## config.mk

```make
export PLATFORM = sky130hd
export DESIGN_NAME = prfe_div
export DESIGN_NICKNAME = d
export VERILOG_FILES = /design/src/rtl/prfe_pkg.sv /design/src/rtl/prfe_div.sv
export SDC_FILE = /design/constraint.sdc
export NUM_CORES = 1
export LEC_CHECK = 0
export BUFFER_PORTS_ARGS = -buffer_cell sky130_fd_sc_hd__buf_2
export CORE_ASPECT_RATIO = 1.2
export CORE_MARGIN = 5
export CORE_UTILIZATION = 45
export CTS_CLUSTER_DIAMETER = 60
export CTS_CLUSTER_SIZE = 40
export DETAILED_ROUTE_END_ITERATION = 8
export GPL_TIMING_DRIVEN = 0
export PLACE_DENSITY = 0.71
export RECOVER_POWER = 25
export SLEW_MARGIN = 10
export SYNTH_ARGS = -nofsm -noshare
export SYNTH_HDL_FRONTEND = slang
export SYNTH_SLANG_ARGS = --single-unit
export TNS_END_PERCENT = 20
```

## constraint.sdc

```tcl
create_clock -name clk -period 2.3 [get_ports clk]
set_clock_uncertainty 0.1 [all_clocks]
set_input_delay 0.23 -clock clk [delete_from_list [all_inputs] [get_ports clk]]
set_output_delay 0.23 -clock clk [all_outputs]
set_load 0.005 [all_outputs]
```

## src/rtl/prfe_pkg.sv

```systemverilog
`timescale 1ns / 1ps

package prfe_pkg;

  // palette geometry
  localparam int ENTRIES = 256;
  localparam int ADDR_W  = $clog2(ENTRIES);
  localparam int IDX_W   = 8;
  localparam int COLOR_W = 24;
  localparam int CH_W    = 8;
  localparam int NCH     = 3;
  localparam int CHSEL_W = 2;
  localparam logic [CHSEL_W-1:0] LAST_CH = CHSEL_W'(NCH - 1);

  // shared divider
  localparam int DIV_W   = CH_W;
  localparam int DCNT_W  = $clog2(DIV_W + 1);

  // fill stepping widths: remainder accumulator runs below four times the span
  localparam int RACC_W  = IDX_W + 2;

  localparam logic STATUS_OK  = 1'b0;
  localparam logic STATUS_BAD = 1'b1;

  typedef enum logic [1:0] {
    OP_WRITE = 2'd0,
    OP_READ  = 2'd1,
    OP_RAMP  = 2'd2,
    OP_SPLIT = 2'd3
  } op_t;

  typedef enum logic [3:0] {
    ST_IDLE,
    ST_WRITE,
    ST_READ,
    ST_RWAIT,
    ST_LOAD_S,
    ST_LOAD_E,
    ST_LOAD_WAIT,
    ST_MID,
    ST_DIV_START,
    ST_DIV_WAIT,
    ST_FILL,
    ST_DONE
  } st_t;

  typedef struct packed {
    logic               we;
    logic [ADDR_W-1:0]  waddr;
    logic [COLOR_W-1:0] wdata;
    logic [ADDR_W-1:0]  raddr;
  } mem_req_t;

  function automatic logic [CH_W-1:0] get_chan(input logic [COLOR_W-1:0] color,
                                               input logic [CHSEL_W-1:0] ch);
    logic [CH_W-1:0] res;
    case (ch)
      2'd0:    res = color[CH_W-1:0];
      2'd1:    res = color[2*CH_W-1:CH_W];
      2'd2:    res = color[3*CH_W-1:2*CH_W];
      default: res = '0;
    endcase
    return res;
  endfunction

endpackage

```

## src/rtl/prfe_div.sv

```systemverilog
`timescale 1ns / 1ps

// restoring divider, one quotient bit per cycle
module prfe_div import prfe_pkg::*; (
  input  logic             clk,
  input  logic             rst,
  input  logic             start,
  input  logic [DIV_W-1:0] dividend,
  input  logic [DIV_W-1:0] divisor,
  output logic             done,
  output logic [DIV_W-1:0] quo,
  output logic [DIV_W-1:0] rem
);

  logic              busy;
  logic [DCNT_W-1:0] cnt;
  logic [DIV_W-1:0]  dvs;
  logic [DIV_W:0]    shifted;
  logic              fits;

  assign shifted = {rem, quo[DIV_W-1]};
  assign fits    = shifted >= {1'b0, dvs};

  always_ff @(posedge clk) begin
    if (rst) begin
      busy <= 1'b0;
      done <= 1'b0;
      cnt  <= '0;
    end else begin
      done <= 1'b0;
      if (start) begin
        busy <= 1'b1;
        cnt  <= DCNT_W'(DIV_W);
      end else if (busy) begin
        cnt <= cnt - 1'b1;
        if (cnt == DCNT_W'(1)) begin
          busy <= 1'b0;
          done <= 1'b1;
        end
      end
    end
  end

  always_ff @(posedge clk) begin
    if (start) begin
      rem <= '0;
      quo <= dividend;
      dvs <= divisor;
    end else if (busy) begin
      if (fits) begin
        rem <= DIV_W'(shifted - {1'b0, dvs});
      end else begin
        rem <= shifted[DIV_W-1:0];
      end
      quo <= {quo[DIV_W-2:0], fits};
    end
  end

endmodule

```

# After elaboration in Yosys (flattened, before gate mapping)
# Cells that the tools add are included.
# totals
out_inout_bits	17
regBits	30
rom_bits	0
word_cells	24
latch_bits	0
mem_bits_rw	0
mem_count	0
# classes
div_mod_pow	0
mux	9
n_bitwise	1
n_mul	0
n_reduce_logical	3
n_shift	0
n_addsub	2
magnitude_cmp	1
eq_ne	1
# op_table
op	n
$mux W8	3
$ge A9 B8 Y1	1
$mux W4	2
$sub A8 B8 Y8	1
$eq A4 B1 Y1 const B	1
$mux W1	4
$sub A4 B1 Y4 const B	1
$reduce_or A3 Y1	1
$reduce_bool A2 Y1	1
$reduce_or A2 Y1	1
$not A1 Y1	1

# Longest topological paths before layout
# Gate-level depths: netlist (run 1).
# logic_depth
depth_word	4
mapped_depth	9

# Least setup slack after synthesis (run 1)
# No wires, ideal clock.
# synth_path
kind	reg2reg
from	reg rem[5]
to	reg rem[0]
arrival_ns	1.979
required_time_ns	2.121
period_less_slack_ns	2.158
setup_slack_ns	0.142
n_path_buf	0
path_stages_with_launch	7
setup_ns	0.079
cell_sequence	dfxtp_1 ha_1 a21o_1 a211o_1 a41oi_2 mux2_2 a211oi_2
# synth_between
elab_chain_len	2
# synth_lines
item	line_no	source
from (decl)	prfe_div.sv:12	output logic [DIV_W-1:0] rem
from (signal assigned)	prfe_div.sv:51	rem <= DIV_W'(shifted - {1'b0, dvs});
from (signal assigned)	prfe_div.sv:53	rem <= shifted[DIV_W-1:0];
$ge A9 B8 Y1	prfe_div.sv:22	assign fits = shifted >= {1'b0, dvs};
$mux W8	prfe_div.sv:50	if (fits) begin
# No other way between the ends.
# A chain may end at the register's enable or synchronous reset.

# Worst setup path after layout (run 1)
# layout_path
from	reg dvs[3]
to	reg rem[0]
# layout_between
elab_chain_len	2
# layout_lines
item	line_no	source
from (decl)	prfe_div.sv:17	logic [DIV_W-1:0] dvs;
from (signal assigned)	prfe_div.sv:48	dvs <= divisor;
$ge A9 B8 Y1	prfe_div.sv:22	
$mux W8	prfe_div.sv:50	
# No other way between the ends.

==> results of run 1 <==
-- worst max-delay path, stage by stage, from the launching register on --
cell,delay [ns]
edfxtp_1,0.36
inv_1,0.07
ha_2,0.30
a21o_1,0.18
a21oi_2,0.20
o21ai_2,0.10
a41oi_4,0.26
mux2_4,0.33
a211oi_2,0.20
-- power groups by stage --
stage | clock (uW) | combinational [uW] | sequential (uW)
floorplan | 0 | 169 | 644
global placement | 0 | 238 | 644
detailed placement | 0 | 250 | 646
CTS | 448 | 262 | 635
global route | 471 | 297 | 640
finish | 433 | 265 | 635
-- final timing paths --
path	startpoint	endpoint	slack [ns]	cells after the start
setup reg to reg	dvs[3]	rem[0]	0.12	8
hold reg to reg	rem[7]	rem[7]	0.38	2
hold / removal	divisor[5]	dvs[5]	0.02	1
setup / recovery	dvs[3]	rem[0]	0.12	8
-- registers in the layout, summed over array words and instances, names as in the netlist --
signal / flops
rem: 8
cnt: 4
dvs: 8
quo: 8
done: 1
busy: 1
-- cell families after synthesis --
kind of cell	share of synthesized area, %
compound gates	14.2
xor+xnor	3.29
fa+ha+maj	9.08
buf+inv	4.46
flops	47.6
mux	8.14
simple gates	13.2
-- layout by cell type, fill, tap and decap left out, drive strengths merged, types with 4 or more instances in the layout --
master,instances
nor2,14
edfxtp,16
dfxtp,14
o21ai,7
ha,10
a21oi,6
nand2,8
clkbuf,8
mux2,8
inv,13
nand2b,5
mux2i,4
xnor2,4
buf,38
-- layout make-up --
cell class	count	area (um2)
Clock inverter	2	12.5
Inverter	13	48.8
Tap cell	37	46.3
Sequential cell	30	761
Multi-Input combinational cell	101	800
Clock buffer	6	82.6
Timing Repair Buffer	36	181
Fill cell	299	1440
Buffer	4	22.5
-- layer usage --
metal	GRT usage [%]	wire length (um)	share of wire [%]
met3	4.93	212	6.4
met2	26.1	1660	50
met4	6.57	61	1.9
met5	0	0	0
met1	16.2	1360	41
-- through the flow --
step                setup TNS [ns]  hold slack [ns]  cells  setup slack [ns]
CTS                              0           0.0117    229            0.0280
finish                           0           0.0206    229             0.123
floorplan                        0            0.202    148             0.142
detailed placement         -0.0101            0.309    220           -0.0101
global placement                 0            0.306    220           0.00452
global route                     0          0.00875    229            0.0211
-- timing repair --
item                                   CTS  global route
gates resized for setup                  3             3
setup endpoints to repair                1             6
endpoints found under the hold margin    0             0
pin swaps                                0             2
buffers inserted                         1             0
==> impl_metrics.tcl, run 1 <==
set metrics [dict create \
    status "finished clean" \
    cts_buffer_depth 2 \
    hold_class "input pin to flop" \
    slew_violations 0 \
    p_leak_uw 0.000876 \
    post-dp-hpwl_um 2610 \
    first_pass_iters 4 \
    power.density_nw_per_um2 682 \
    synth_area_leader_cell "edfxtp_1" \
    syn_nets 178 \
    stdcell_area_um2 1950 \
    syn_avg_cell_area_um2 10.8 \
    synth_flop_cell "edfxtp_1" \
    postSynthCellCount 148 \
    grt_usage_pct 14.7 \
    arrival_ns 2.28 \
    finalPower_uw 1330 \
    antenna_cells 0 \
    worstSetupPathType "flop to flop" \
    synth_seq_area_share_pct 47.6 \
    syn_to_final_growth_pct 22.3 \
    synth-async-reset-ratio_pct 0 \
    utilization_pct 57.6 \
    grt_pass1_wl_um 5440 \
    grt_pass1_vias 1282 \
    place_area_um2 1820 \
    grt_max_degree 11 \
    hold_viol_final 0 \
    start_util_pct 47.1 \
    comb_power_share_pct 19.9 \
    routed_wl_um 3300 \
    fp.dieH_um 75.3 \
    yosys_warnings 0 \
    finalCriticalPeriod_ns 2.18 \
    worst_pin_slew_ns 0.575 \
    intPower_uw 977 \
    swShare_pct 26.7 \
    pwr-share-seq_pct 47.6 \
    gr-total-overflow 0 \
    clk_pin_slew_worst_paths_ns 0.06 \
    synth_most_common_cell "edfxtp_1" \
    portBuffers 35 \
    ant_nets 0 \
    hold_buffers 0 \
    finalSetupViolations 0 \
    io_pins 36 \
    clock_latency_ns 0.28 \
    synth_commonest_cells "edfxtp_1 (16), dfxtp_1 (14), nor2_1 (14)" \
    first_iter_violations 49 \
    cts_buffers 5 \
    switchingPower_uw 356 \
    netlist_area_um2 1600 \
    h-tree-depth 2 \
    cp_max_fo 6 \
    cts_tree "yes" \
    core_um2 3400 \
    dieArea_um2 4850 \
    viasPerCell 5.45 \
    cp.required_ns 2.40 \
    cts.sinks 30 \
    drive_above_1_share_pct 31.3 \
    gp_congestion 0.804 \
    crit_path_end_kind "flop" \
    rows 23 \
    rsz0062_at_grt "false" \
    p_clk_share_pct 32.5 \
    fin_crit_sh_pct 94.6 \
    antenna_found_initial 0 \
    ir_worst_vdd_mv 0.395 \
    num-nets-final 221 \
    synth_area_leaders "edfxtp_1 (30%), dfxtp_1 (18%), ha_1 (7.8%)" \
    synth_seq_cells 30 \
    num_vias 1248 \
    cts_root_buffer "clkbuf_8" \
    synth_edf_count 16 \
    fp.dieW_um 64.4 \
    synth_cell_types 41 \
    netlist.area_leader.share_pct 30.1 \
    fmax_ghz 0.459 \
    wl_per_cell_um 14.4 \
    timing.slew.headroom_pct 61.7 \
    drc 0 \
    startpoint_type "flop" \
    maxCapViolations 0 \
]
No activity file was read; power rests on OpenSTA's default activity.
==> run 2, diff against run 1 <==
- CELL_PAD_IN_SITES_DETAIL_PLACEMENT: default -> 1
- CELL_PAD_IN_SITES_GLOBAL_PLACEMENT: default -> 2
- CORE_UTILIZATION: 45 -> 30
- PLACE_DENSITY: 0.71 -> default
- PLACE_DENSITY_LB_ADDON: default -> 0.1
==> impl_metrics.tcl, run 2 (synthesis gave the netlist of run 1 again) <==
set metrics [dict create \
    status "finished clean" \
    fmax_ghz 0.452 \
    hold_viol_final 0 \
    ir_worst_vdd_mv 0.329 \
    r2r_end "rem[0]" \
    grt_pass1_wl_um 6850 \
    rsz0062_at_grt "false" \
    place_area_um2 1850 \
    mostFrequentLayoutCells "buf_2 (34), edfxtp_1 (16), nor2_1 (14)" \
    fin_ws_ns 0.0898 \
    worstHoldEndpoint "dvs[0]" \
    routed_wl_um 4070 \
    drive_above_1_share_pct 35.8 \
    timing.rr.start "dvs[6]" \
    num-nets-final 222 \
    cts_buffer_depth 2 \
    arrival_ns 2.31 \
    power.density_nw_per_um2 675 \
    syn_to_final_growth_pct 27.2 \
    grt_max_degree 11 \
    startpoint_type "flop" \
    clock_latency_ns 0.28 \
    slew_violations 0 \
    pre_cts_slack_ns -0.173 \
    placed_cells 245 \
    maxCapViolations 0 \
    cp.required_ns 2.40 \
    core_um2 5230 \
    gr-total-overflow 0 \
    io_pins 36 \
    post-dp-hpwl_um 3200 \
    p_leak_uw 0.000879 \
    finalCriticalPeriod_ns 2.21 \
    crit_path_end_kind "flop" \
    mostFrequentLayoutCell "buf_2" \
    instances_no_fill 255 \
    reg2regPathDepth 7 \
    wl_per_cell_um 15.9 \
    grt_pass1_vias 1411 \
    cts_tree "yes" \
    fillers 614 \
    fin_crit_sh_pct 96.1 \
    reg.largest.list "dvs x8, quo x8, rem x8" \
    cts.sinks 30 \
    num_vias 1251 \
    fp.dieW_um 76.6 \
    cts_buffers 5 \
    h-tree-depth 2 \
    drc 0 \
    portBuffers 35 \
    hold_depth 1 \
    grt_usage_pct 12.4 \
    fp.dieH_um 89.9 \
    finalSetupViolations 0 \
    antenna_cells 0 \
    stdcell_area_um2 2030 \
    viasPerCell 4.91 \
    gp_congestion 0.719 \
    first_iter_violations 21 \
    ant_nets 0 \
    reg2reg_slack_ns 0.09 \
    antenna_found_initial 0 \
    rows 29 \
    clk_pin_slew_worst_paths_ns 0.07 \
    finalPower_uw 1370 \
    worst_pin_slew_ns 0.560 \
    cp_max_fo 5 \
    timing.slew.headroom_pct 62.7 \
    cts_root_buffer "clkbuf_8" \
    dieArea_um2 6890 \
    first_pass_iters 2 \
    hold_class "input pin to flop" \
    worstSetupPathType "flop to flop" \
    start_util_pct 30.6 \
    hold_start "divisor[0]" \
]
run 2: cell types whose count changed in the layout (fill, tap and decap cells not counted), sizes merged:
cell / change
buf: +1
run 2: worst max-delay path by stage:
stage / startpoint / end / cells after the start
after floorplan: rem[5] / rem[0] / 6
after global placement: dvs[3] / rem[0] / 8
after detailed placement: dvs[3] / rem[0] / 8
after CTS: dvs[6] / rem[0] / 7
after global routing: dvs[6] / rem[0] / 7
final: dvs[6] / rem[0] / 7
run 2: worst max-delay path: stages, from the launching register on:
cell	delay, ns
edfxtp_1	0.36
inv_1	0.10
ha_4	0.23
a21o_1	0.19
a211o_1	0.32
a41oi_4	0.27
mux2_4	0.35
a211oi_2	0.22
run 2: power breakdown:
part	leakage [uW]	switching [uW]	internal [uW]
Clock	0.0000472	207	240
Sequential	0.000275	27.2	610
Combinational	0.000557	149	137
Total	0.000879	383	987
run 2: final cells by class:
| class | instances | area (um2) | share of cell area, % |
|---|---|---|---|
| Clock inverter | 2 | 12.5 | 0.616 |
| Buffer | 4 | 22.5 | 1.11 |
| Timing Repair Buffer | 37 | 189 | 9.30 |
| Inverter | 13 | 48.8 | 2.40 |
| Tap cell | 62 | 77.6 | 3.82 |
| Clock buffer | 6 | 82.6 | 4.06 |
| Multi-Input combinational cell | 101 | 836 | 41.1 |
| Sequential cell | 30 | 763 | 37.6 |
run 2: metrics by stage:
stage                     util, %  hold slack [ns]  TNS [ns]
after global routing         38.9          0.00657         0
final                        38.9           0.0157         0
after CTS                    38.0           0.0103         0
after global placement       35.4            0.308    -0.135
after floorplan                 -            0.202         0
after detailed placement     35.4            0.309    -0.400
run 2: repair_timing:
item                                    4_1_cts  5_1_grt
cloned                                        0        0
resized for setup                             6       10
pin swaps                                     2        4
endpoints found under the setup margin        5        5
endpoints found under the hold margin         0        0
hold buffers                                  0        0
buffers inserted                              1        1
run 2: layer usage:
metal  up-vias  global-route usage (%)  wire length, um
li1        618                       -                -
met3         7                    3.20              138
met4         0                    4.96               87
met5         -                       0                0
met1       605                    13.4             1620
met2        21                    22.6             2230
